--- config.mk ---
export PLATFORM = sky130hd
export DESIGN_NAME = dq_ctrl
export DESIGN_NICKNAME = d
export VERILOG_FILES = /design/src/rtl/dq_pkg.sv /design/src/rtl/dq_ctrl.sv
export SDC_FILE = /design/constraint.sdc
export NUM_CORES = 1
export LEC_CHECK = 0
export BUFFER_PORTS_ARGS = -buffer_cell sky130_fd_sc_hd__buf_2
export CORE_AREA = 2 2 68 70
export DETAILED_ROUTE_END_ITERATION = 8
export DIE_AREA = 0 0 70 72
export MAX_ROUTING_LAYER = met4
export PLACE_DENSITY = 0.7
export SYNTH_ARGS = -nofsm -noshare
export SYNTH_HDL_FRONTEND = slang
export SYNTH_SLANG_ARGS = --single-unit
--- constraint.sdc ---
create_clock -name vclk -period 2.15
set_input_delay 0.43 -clock vclk [all_inputs]
set_output_delay 0.43 -clock vclk [all_outputs]
set_load 0.01 [all_outputs]
--- src/rtl/dq_pkg.sv ---
// Shared types and constants for the double-ended queue.
// Command, status and cell operation codes, and the control word that is
// broadcast to every cell of the row. No dependencies.
package dq_pkg;

    localparam int WORD_W      = 32;
    localparam int DQ_DEPTH    = 1024;
    localparam int DQ_COUNT_W  = $clog2(DQ_DEPTH + 1);
    localparam int CMD_W       = 3;
    localparam int STATUS_W    = 2;

    localparam logic signed [WORD_W-1:0] NONE_WORD = '1;

    typedef enum logic [CMD_W-1:0] {
        CMD_QUERY      = 3'd0,
        CMD_PUSH_FRONT = 3'd1,
        CMD_PUSH_BACK  = 3'd2,
        CMD_POP_FRONT  = 3'd3,
        CMD_POP_BACK   = 3'd4
    } cmd_t;

    typedef enum logic [STATUS_W-1:0] {
        ST_DONE      = 2'd0,
        ST_POP_EMPTY = 2'd1,
        ST_PUSH_FULL = 2'd2
    } status_t;

    // Per-line operation: the front line holds the queue front-justified,
    // the back line holds it reversed and back-justified.
    typedef enum logic [1:0] {
        LN_HOLD      = 2'd0,
        LN_SHIFT_IN  = 2'd1,
        LN_SHIFT_OUT = 2'd2,
        LN_APPEND    = 2'd3
    } line_op_t;

    typedef enum logic [1:0] {
        OCC_HOLD   = 2'd0,
        OCC_GROW   = 2'd1,
        OCC_SHRINK = 2'd2
    } occ_op_t;

    typedef struct packed {
        line_op_t                  f_op;
        line_op_t                  b_op;
        occ_op_t                   occ_op;
        logic signed [WORD_W-1:0]  value;
    } cell_ctrl_t;

    typedef struct packed {
        status_t                   status;
        logic signed [WORD_W-1:0]  popped;
    } op_info_t;

endpackage

--- src/rtl/dq_ctrl.sv ---
// Command decoder: turns an accepted request into the control word for the
// cell row, the popped word and the status code. Depends on dq_pkg.
module dq_ctrl (
    input  logic                              accept,
    input  logic [dq_pkg::CMD_W-1:0]          command,
    input  logic signed [dq_pkg::WORD_W-1:0]  push_value,
    input  logic                              full,
    input  logic                              empty,
    input  logic signed [dq_pkg::WORD_W-1:0]  front_word,
    input  logic signed [dq_pkg::WORD_W-1:0]  back_word,
    output dq_pkg::cell_ctrl_t                cell_ctrl,
    output dq_pkg::op_info_t                  info
);
    import dq_pkg::*;

    always_comb
    begin
        cell_ctrl.f_op   = LN_HOLD;
        cell_ctrl.b_op   = LN_HOLD;
        cell_ctrl.occ_op = OCC_HOLD;
        cell_ctrl.value  = push_value;
        info.status      = ST_DONE;
        info.popped      = NONE_WORD;
        if (accept)
        begin
            unique case (cmd_t'(command))
                CMD_PUSH_FRONT:
                begin
                    if (full)
                        info.status = ST_PUSH_FULL;
                    else
                    begin
                        cell_ctrl.f_op   = LN_SHIFT_IN;
                        cell_ctrl.b_op   = LN_APPEND;
                        cell_ctrl.occ_op = OCC_GROW;
                    end
                end
                CMD_PUSH_BACK:
                begin
                    if (full)
                        info.status = ST_PUSH_FULL;
                    else
                    begin
                        cell_ctrl.f_op   = LN_APPEND;
                        cell_ctrl.b_op   = LN_SHIFT_IN;
                        cell_ctrl.occ_op = OCC_GROW;
                    end
                end
                CMD_POP_FRONT:
                begin
                    if (empty)
                        info.status = ST_POP_EMPTY;
                    else
                    begin
                        // back line drops its far end through occupancy alone
                        cell_ctrl.f_op   = LN_SHIFT_OUT;
                        cell_ctrl.occ_op = OCC_SHRINK;
                        info.popped      = front_word;
                    end
                end
                CMD_POP_BACK:
                begin
                    if (empty)
                        info.status = ST_POP_EMPTY;
                    else
                    begin
                        cell_ctrl.b_op   = LN_SHIFT_OUT;
                        cell_ctrl.occ_op = OCC_SHRINK;
                        info.popped      = back_word;
                    end
                end
                default:
                begin
                    // query and unused codes change nothing
                end
            endcase
        end
    end

endmodule

Word-level counts from Yosys, hierarchy flattened
Cells that the tools add are included.

word-level totals
  logic and storage cells = 21
  bits in registers = 0

cells by class
  reduce and logical (&&, ||, !) cells = 2
  eq/ne operators = 4
  muxes and demuxes = 15

operators with widths
  kind                                                 count
  two-way mux 32 bit                                   2
  one-hot mux 32 bit (2 select lines)                  1
  two-way mux 34 bit                                   1
  two-way mux 6 bit                                    2
  one-hot mux 2 bit (3 select lines)                   2
  one-hot mux 2 bit (4 select lines)                   1
  equality test 3 x 2 -> 1 bit, second input constant  2
  two-way mux 5 bit                                    1
  two-way mux 2 bit                                    2
  two-way mux 4 bit                                    1
  one-hot mux 2 bit (2 select lines)                   1
  OR reduction 2 bit                                   2
  equality test 3 x 1 -> 1 bit, second input constant  1
  equality test 3 bit, second input constant           1
  two-way mux 1 bit                                    1

Depth between registers and ports, before layout
  depth in word-level cells = 4
  mapped depth = 6

Worst setup path before layout
OpenSTA, ideal clock, no wires.

  path type = input to output
  from = input command[0] (netlist name)
  to = output info[10] (netlist name)
  data required time = 1.720 ns
  buffers on the path = 3
  stages on the path = 6
  path slack = 0.088 ns
  data arrival time = 1.632 ns
  cell sequence = buf_6 or3b_4 or2_1 buf_6 buf_8 o22a_1

RTL lines
  item             RTL line       source
  start, declared  dq_ctrl.sv:5   input logic [dq_pkg::CMD_W-1:0] command,
  end, declared    dq_ctrl.sv:12  output dq_pkg::op_info_t info

==> impl_metrics.ini <==
[outcome]
run_status = complete, no violations

[run]
drv.max_cap_violation_count = 0

[logic_synthesis]
mean_instance_size_in_the_synthesized_netlist_um2 = 8.06
post_synth_and_or_nand_nor_area_fraction_pct = 14.3
synth.area.mux_share_pct = 1.35
post_synth_xor_area_fraction_pct = 1.18
synth_nets = 194
synth-warning-count = 0
netlist_instances = 92
syn_std_cell_area_um2 = 742
synth_top_family_by_area = buffers and inverters
synth_cell_type_count = 20
synth-compound-area-share_pct = 40.1
synthAdderAreaFrac_pct = 0
yosysSeqAreaShare_pct = 0

[place]
post-dp-hpwl_mm = 2.25
io_buffer_count = 110
globalplace.congestion = 0.643

[floorplan]
chipWidth_um = 70
design.core.area_um2 = 4260
chipHeight_um = 72
initial_utilization_pct = 17.4
die_area_um2 = 5040
placement_rows = 24
io_pins = 174

[setup_path]
startpoint_type = primary input
worst_path_max_delay_cell = sky130_fd_sc_hd__or3b_4
worstPathCellList = buf_2, or3b_4, or2_4, buf_12, o22a_1, buf_2
worstPathMaxFanout = 17
setup.worst_path.class = primary input to output pin
largest_stage_delay_worst_path_ps = 390
cp_data_arrival_time_ps = 1670
worstPathBufferInverterCount = 3
crit_path_frequent_cell = sky130_fd_sc_hd__buf_2
cp_top_family = simple AND/OR/NAND/NOR gates
cp.required_ps = 1720
crit_path_end_kind = output pin

[power_and_ir_drop]
totalPowerFinal_uw = 136
cellLeakagePower_nw = 0.521
vdd.ir_drop.worst_uv = 51.2
cellPowerDensity_nw_per_um2 = 121

[global_routing]
grt-ovfl-total = 0
grt.total_usage_pct = 9.34
first_pass_grt_wire_length_mm = 4.02
grt_pass1_vias = 948
grt_max_degree = 18
antenna_found_initial = 0

[routing]
remaining_antenna_violation_count_after_routing = 0
via_count = 962
drt_first_iter_violations = 7
drc = 0
drt-wirelength-per-cell_um = 11.7
totalWireLength_mm = 2.60
viasPerCell = 4.33
firstDrtPassIters = 4

[finish]
nClkBuffers = 0
leading_cell_types_in_the_layout_fill_and_taps_excluded = sky130_fd_sc_hd__buf_2 (110), sky130_fd_sc_hd__o22a_1 (30), sky130_fd_sc_hd__buf_4 (6)
share_of_cells_above_drive_strength_1_pct = 71.8
layout.cells.most_common = sky130_fd_sc_hd__buf_2
insertedDiodeCount = 0
fin_util_pct = 26.3
layout.nets = 274
ff_latch_area_um2 = 0
sequential_cell_total = 0
layout-area-overhead-vs-synth_pct = 51.1

[sta]
maxSlewViolCount = 0
tightest_slew_ps = 289
setup_viol_count_final = 0
max_slew_margin_pct = 80.6
rsz0062_at_grt = false
fin_tns_setup_ps = 0
hold-worst-slack_ps = 860
max_clock_freq_mhz = 476
finalWorstPathRequiredPeriod_ps = 2100
hold_violation_count_in_the_final_report = 0
final.period_utilization_pct = 97.8

[worst_hold_path]
hold_crit_class = primary input to output pin

[clocking]
cts_post_setup_buffers_inserted = 0
-- routing by layer --
layer	share of wire, %	GRT usage [%]	up-vias
li1	-	-	473
met2	52	18.4	60
met4	0.88	1.71	0
met5	0	-	-
met1	36	10.3	419
met3	10	0.833	10
-- area by class of cell --
cell class	count	area, um2
fillers	500	3140
repair buffers	118	631
multi-input cells	52	425
well taps	52	65.1
-- cells by family after synthesis --
| group | Yosys count |
|---|---|
| compound gates | 35 |
| xor+xnor | 1 |
| buf+inv | 40 |
| mux | 1 |
| simple gates | 15 |
-- worst paths after layout --
kind / start / end / slack (ps) / depth (start not counted)
max: command[0] / info[11] / 50 / 6
min: push_value[20] / cell_ctrl[20] / 860 / 0
-- Yosys cell counts, drive strengths merged --
| library cell | instances | area share [%] |
|---|---|---|
| and3b | 1 | 1.2 |
| nand2b | 1 | 0.84 |
| nor2 | 1 | 0.51 |
| clkbuf | 3 | 1.5 |
| nand2 | 1 | 0.51 |
| nor2b | 1 | 0.84 |
| o22a | 32 | 38 |
| nand3b | 1 | 1.0 |
| nor3b | 5 | 5.1 |
| nand4b | 1 | 1.2 |
| and3 | 1 | 0.84 |
| a21oi | 3 | 2.0 |
| or2 | 1 | 0.84 |
| mux2i | 1 | 1.3 |
| or3b | 1 | 1.5 |
| buf | 37 | 41 |
| xnor2 | 1 | 1.2 |
-- through the flow --
step / std cells / cell area, um2 / setup slack [ps]
2_1_floorplan: 92 / 742 / 88.1
3_3_place_gp: 222 / 1100 / 11.0
3_5_place_dp: 222 / 1100 / 9.87
4_1_cts: 222 / 1100 / 7.03
5_1_grt: 222 / 1120 / 0.608
6_report: 222 / 1120 / 47.6
-- repair_timing --
item / 4_1_cts / 5_1_grt
setup endpoints to repair: 0 / 32
hold buffers: 0 / 0
gates resized for setup: 0 / 6
-- power breakdown --
part / switching [mW] / internal [mW]
Sequential: 0 / 0
Combinational: 0.0540 / 0.0822
Clock: 0 / 0
Total: 0.0540 / 0.0822
Note: power is estimated with default switching activity, not from simulation.
