**src/rtl/dq_pkg.sv**
```systemverilog
// Shared types and constants for the double-ended queue.
// Command, status and cell operation codes, and the control word that is
// broadcast to every cell of the row. No dependencies.
package dq_pkg;

    localparam int WORD_W      = 32;
    localparam int DQ_DEPTH    = 1024;
    localparam int DQ_COUNT_W  = $clog2(DQ_DEPTH + 1);
    localparam int CMD_W       = 3;
    localparam int STATUS_W    = 2;

    localparam logic signed [WORD_W-1:0] NONE_WORD = '1;

    typedef enum logic [CMD_W-1:0] {
        CMD_QUERY      = 3'd0,
        CMD_PUSH_FRONT = 3'd1,
        CMD_PUSH_BACK  = 3'd2,
        CMD_POP_FRONT  = 3'd3,
        CMD_POP_BACK   = 3'd4
    } cmd_t;

    typedef enum logic [STATUS_W-1:0] {
        ST_DONE      = 2'd0,
        ST_POP_EMPTY = 2'd1,
        ST_PUSH_FULL = 2'd2
    } status_t;

    // Per-line operation: the front line holds the queue front-justified,
    // the back line holds it reversed and back-justified.
    typedef enum logic [1:0] {
        LN_HOLD      = 2'd0,
        LN_SHIFT_IN  = 2'd1,
        LN_SHIFT_OUT = 2'd2,
        LN_APPEND    = 2'd3
    } line_op_t;

    typedef enum logic [1:0] {
        OCC_HOLD   = 2'd0,
        OCC_GROW   = 2'd1,
        OCC_SHRINK = 2'd2
    } occ_op_t;

    typedef struct packed {
        line_op_t                  f_op;
        line_op_t                  b_op;
        occ_op_t                   occ_op;
        logic signed [WORD_W-1:0]  value;
    } cell_ctrl_t;

    typedef struct packed {
        status_t                   status;
        logic signed [WORD_W-1:0]  popped;
    } op_info_t;

endpackage

```
**src/rtl/dq_cell.sv**
```systemverilog
// One storage cell of the queue row: a front-line word, a back-line word
// and an occupancy bit, updated from its two neighbors. Depends on dq_pkg.
module dq_cell (
    input  logic                              clk,
    input  logic                              rst_n,
    input  dq_pkg::cell_ctrl_t                ctrl,
    input  logic signed [dq_pkg::WORD_W-1:0]  prev_f,
    input  logic signed [dq_pkg::WORD_W-1:0]  prev_b,
    input  logic                              prev_occ,
    input  logic signed [dq_pkg::WORD_W-1:0]  next_f,
    input  logic signed [dq_pkg::WORD_W-1:0]  next_b,
    input  logic                              next_occ,
    output logic signed [dq_pkg::WORD_W-1:0]  f_word,
    output logic signed [dq_pkg::WORD_W-1:0]  b_word,
    output logic                              occ
);
    import dq_pkg::*;

    logic signed [WORD_W-1:0] f_reg, f_next;
    logic signed [WORD_W-1:0] b_reg, b_next;
    logic                     occ_reg, occ_next;
    logic                     tail_slot;

    function automatic logic signed [WORD_W-1:0] line_next(
        input line_op_t                 op,
        input logic signed [WORD_W-1:0] cur,
        input logic signed [WORD_W-1:0] from_prev,
        input logic signed [WORD_W-1:0] from_next,
        input logic signed [WORD_W-1:0] value,
        input logic                     slot
    );
        logic signed [WORD_W-1:0] res;
        res = cur;
        unique case (op)
            LN_HOLD:      res = cur;
            LN_SHIFT_IN:  res = from_prev;
            LN_SHIFT_OUT: res = from_next;
            LN_APPEND:    res = slot ? value : cur;
        endcase
        return res;
    endfunction

    // First free cell of the row: the one an append lands in.
    assign tail_slot = prev_occ && !occ_reg;

    always_comb
    begin
        f_next = line_next(ctrl.f_op, f_reg, prev_f, next_f, ctrl.value, tail_slot);
        b_next = line_next(ctrl.b_op, b_reg, prev_b, next_b, ctrl.value, tail_slot);
    end

    always_comb
    begin
        unique case (ctrl.occ_op)
            OCC_GROW:   occ_next = prev_occ;
            OCC_SHRINK: occ_next = next_occ;
            default:    occ_next = occ_reg;
        endcase
    end

    always_ff @(posedge clk or negedge rst_n)
    begin
        if (!rst_n)
        begin
            occ_reg <= 1'b0;
        end
        else
        begin
            occ_reg <= occ_next;
        end
    end

    always_ff @(posedge clk)
    begin
        f_reg <= f_next;
        b_reg <= b_next;
    end

    assign f_word = f_reg;
    assign b_word = b_reg;
    assign occ    = occ_reg;

endmodule

```
**config.mk**
```make
export PLATFORM = sky130hd
export DESIGN_NAME = dq_cell
export DESIGN_NICKNAME = d
export VERILOG_FILES = /design/src/rtl/dq_pkg.sv /design/src/rtl/dq_cell.sv
export SDC_FILE = /design/constraint.sdc
export NUM_CORES = 1
export LEC_CHECK = 0
export BUFFER_PORTS_ARGS = -buffer_cell sky130_fd_sc_hd__buf_2
export CAP_MARGIN = 20
export CORE_ASPECT_RATIO = 0.7
export CORE_MARGIN = 1.5
export CORE_UTILIZATION = 46
export CTS_BUF_LIST = sky130_fd_sc_hd__clkbuf_8
export DETAILED_ROUTE_END_ITERATION = 7
export MAX_ROUTING_LAYER = met4
export PLACE_DENSITY_LB_ADDON = 0.15
export SLEW_MARGIN = 10
export SYNTH_ARGS = -nofsm -noshare
export SYNTH_HDL_FRONTEND = slang
export SYNTH_SLANG_ARGS = --single-unit
```
**constraint.sdc**
```tcl
create_clock -name clk -period 5.26 [get_ports clk]
set_input_delay 1.052 -clock clk [delete_from_list [all_inputs] [get_ports clk]]
set_output_delay 1.052 -clock clk [all_outputs]
set_load 0.02 [all_outputs]
```
Word level (Yosys, flattened, before mapping) --
Cells that the tools add are included.
Storage, ports and cells: register bits 65, input bits 170, output and inout port bits 65, word-level logic and storage cells 26
Operators by class: eq/ne operators 10, mux-type cells 4, bitwise gates (word level) 2, reduce and logical (&&, ||, !) cells 7
Operators by type and width (number):
- case mux 32 bit (3 select lines) | 2
- two-way mux 32 bit | 1
- equality test 2 bit (second input constant) | 5
- equality test 2 x 1 -> 1 bit (second input constant) | 3
- logical NOT 2 bit | 2
- != test 2 bit (second input constant) | 2
- AND reduction 2 bit | 2
- NOT 1 bit | 2
- case mux 1 bit (2 select lines) | 1
- nonzero test 2 bit | 1
- logical AND 1 bit | 1
- logical NOT 1 bit | 1

Depth between registers and ports, before layout --
depth in word-level cells 4, depth in mapped cells 4, gate-level depth less buffers 4

Worst setup path after synthesis --
Ideal clock, no wire load.
kind in2reg, from in ctrl[34] in the netlist's numbering, to reg b_reg[0] (netlist: b_word[0]) (enable), library setup time 0.432 ns, arrival time 2.979 ns, path slack 1.849 ns, stages on the path 3, cell sequence buf_6 > and2_2 > a21oi_1
On the way: longest elaborated chain between the ends 3, elaborated cells on any way between the ends 5, those cells by class eq/ne: 2; bitwise: 1; reduce/logical: 2
RTL lines:
- start, declared | line dq_cell.sv:6 | input dq_pkg::cell_ctrl_t ctrl,
- equality test 2 bit / logical NOT 2 bit (equally long branches) | line dq_cell.sv:34 | unique case (op)
- != test 2 bit (no line) / NOT 1 bit (equally long branches)
- AND reduction 2 bit (no line) *
- end signal, assigned | line dq_cell.sv:76 | b_reg <= b_next;
- end, declared | line dq_cell.sv:20 | logic signed [WORD_W-1:0] b_reg, b_next;
Every way passes the cells marked *; elsewhere a longest branch is shown, timed or not. A chain may end at the register's enable or synchronous reset.

Worst setup path after layout --
from in ctrl[36] in the netlist's numbering, to reg f_reg[6] (netlist: f_word[6]) (enable)
On the way: longest elaborated chain between the ends 3, elaborated cells on any way between the ends 5, those cells by class eq/ne: 2; bitwise: 1; reduce/logical: 2
RTL lines:
- equality test 2 bit / logical NOT 2 bit (equally long branches) | line dq_cell.sv:34
- != test 2 bit (no line) / NOT 1 bit (equally long branches)
- AND reduction 2 bit (no line) *
- end signal, assigned | line dq_cell.sv:75 | f_reg <= f_next;
- end, declared | line dq_cell.sv:19 | logic signed [WORD_W-1:0] f_reg, f_next;
Marks and branches as above.

==> flow_summary.ini <==
[status]
status = complete, no violations

[setup_path]
rr_worst_depth = 3
crit_type = input port to flop
timing.rr.end = f_word[6]$_DFFE_PP_
arrival_ns = 2.67
r2r-start = occ$_DFFE_PN0P_
path_max_fanout = 34
cp.required_ns = 5.31
r2r_setup_slack_ns = 3.63
cp-end-kind = flop
critical_path.startpoint_type = input port

[synth]
avgSynthCellArea_um2 = 11.8
ys_ff_latch = 65
syn_inst = 291
yosysWarnings = 0
synth_top_family_by_area = multiplexers
syn_nets = 462
synth_area_leaders = edfxtp_1, mux2i_1, a21oi_1
netlist_area_um2 = 3430
ys_seq_area_frac = 0.567
synth_compound_area_frac = 0.0977
synth_top_cell_by_area = edfxtp_1
synthAdderAreaFrac = 0.00365
synth.mux.area_fraction = 0.190
synth_cell_types = 16
synth_top_area_frac = 0.560
synth-xor-area-share = 0
yosys.area_share.simple = 0.0795

[sta]
fmax_mhz = 380
slew_viol_final = 0
fin_tns_setup_ns = 0
min_period_over_period = 0.500
worstMarginPinSlew_ns = 1.01
slew_headroom = 0.328
rsz0062_at_grt = false
fin_skew_ns = 0.00572
setup_viol = 0
fin_crit_ns = 2.63
finalHoldViolations = 0
whs_ns = 0.473

[cts]
cts_tree = yes
clock_sinks = 65
cts_made_buffers = 9
root_buffer = clkbuf_8
cts_setup_buffers = 0
cts_buffer_depth = 2
cts_resized = 0
cts_hold_buf = 0
clk_pin_slew_ns = 0.07
clk_latency_ns = 0.34
htreeDepth = 3

[placement]
post-place-cells = 604
port_buffers = 234
globalplace.congestion = 0.850
post-dp-hpwl_mm = 6.95

[finish]
layout.nets = 690
layout-drive-gt1-share = 0.487
area_delta_synth_final_pct = 39.7
stdcell_count = 622
antenna_cells = 0
final_core_util = 0.661

[min_path]
hold_class = input port to asynchronous set/reset pin

[pwr]
powerDensity_nw_per_um2 = 283
p_leak_uw = 0.00233
ir_drop_mv = 0.142

[floorplan]
die_area_um2 = 8000
fp-row-count = 26
die_w_um = 106
start_util = 0.473
die_y_um = 75.3
io_pins = 235
core_area_um2 = 7250

[global_route]
grt_pass1_wl_mm = 13.6
grt_max_degree = 66
grt_pass1_vias = 2818
grtUsageTotal = 0.239
antenna_found_initial = 0
grt_overflow = 0

[drt]
avgViaCountPerCell = 4.91
drc = 0
drt_iter0_markers = 141
wl_mm = 9.46
first_pass_iters = 4
dr_total_vias = 3054
wire_per_inst_um = 15.2
drtAntennaViolNets = 0

[job]
cap_violations = 0
-- synthesized netlist by cell type --
master	n
nor2_1	66
o21ai_0	1
edfxtp_1	64
dfrtp_1	1
nand2_1	1
clkbuf_1	4
mux2i_1	65
buf_4	1
buf_6	2
a21oi_1	66
ha_1	1
inv_1	1
nand2b_1	1
buf_12	6
and2_2	2
buf_2	9
-- cell type report --
type | count | area [um2]
clock buffers | 9 | 124
clock inverters | 7 | 55.1
fillers | 631 | 2460
inverters | 1 | 3.75
multi-input cells | 203 | 1290
flip-flops and latches | 65 | 1950
well taps | 98 | 123
repair buffers | 239 | 1250
-- cell usage in the layout, fill, tap and decap left out --
cell type	netlist	routed
and2_2	2	2
nor2_1	66	66
clkinv_1	0	1
buf_4	1	3
buf_2	9	234
mux2i_1	65	65
nand2_1	1	1
buf_16	0	2
o21ai_0	1	1
clkinv_2	0	2
inv_1	1	4
nand2b_1	1	1
clkbuf_8	0	9
edfxtp_1	64	64
a21oi_1	66	64
ha_1	1	1
bufinv_16	0	1
dfrtp_1	1	1
a21oi_4	0	2
-- cell families after synthesis --
kind of cell	Yosys count
DFF	65
buffers and inverters	23
adders and majority gates	1
and+or+nand+nor	70
AOI/OAI and AO/OA	67
muxes	65
-- routing by layer --
metal / track usage / vias up / part of all wire / wire length [um]
met5: - / - / 0 / 0
li1: - / 1520 / - / -
met2: 0.407 / 144 / 0.51 / 4830
met1: 0.273 / 1376 / 0.40 / 3760
met4: 0.0916 / 0 / 0.018 / 170
met3: 0.0693 / 14 / 0.074 / 703
-- through the flow --
step	setup slack (ns)	power (uW)	instance area [um2]
after floorplan	1.85	839	3430
after global placement	1.99	961	4560
after detailed placement	1.97	968	4560
after CTS	2.31	1360	4740
after global routing	2.52	1420	4790
final	2.63	1360	4790
-- how the worst max path moves through the flow --
stage,from,end,slack (ns),cells after the start
CTS,ctrl[36],f_word[29]$_DFFE_PP_,2.31,3
global placement,ctrl[36],f_word[5]$_DFFE_PP_,1.99,3
detailed placement,ctrl[36],f_word[3]$_DFFE_PP_,1.97,3
floorplan,ctrl[34],b_word[0]$_DFFE_PP_,1.85,3
global route,ctrl[36],f_word[29]$_DFFE_PP_,2.52,4
finish,ctrl[36],f_word[6]$_DFFE_PP_,2.63,4
-- worst max-delay path, stage by stage --
cell and delay, ns:
buf_2 0.75, nor2_1 0.18, a21oi_4 0.44, buf_16 0.23
-- report_power, final --
group          internal, uW  switching [uW]
sequential              634            13.9
clock                   211             184
combinational           130             184
total                   975             382
Note: power is estimated with default switching activity, not from simulation.
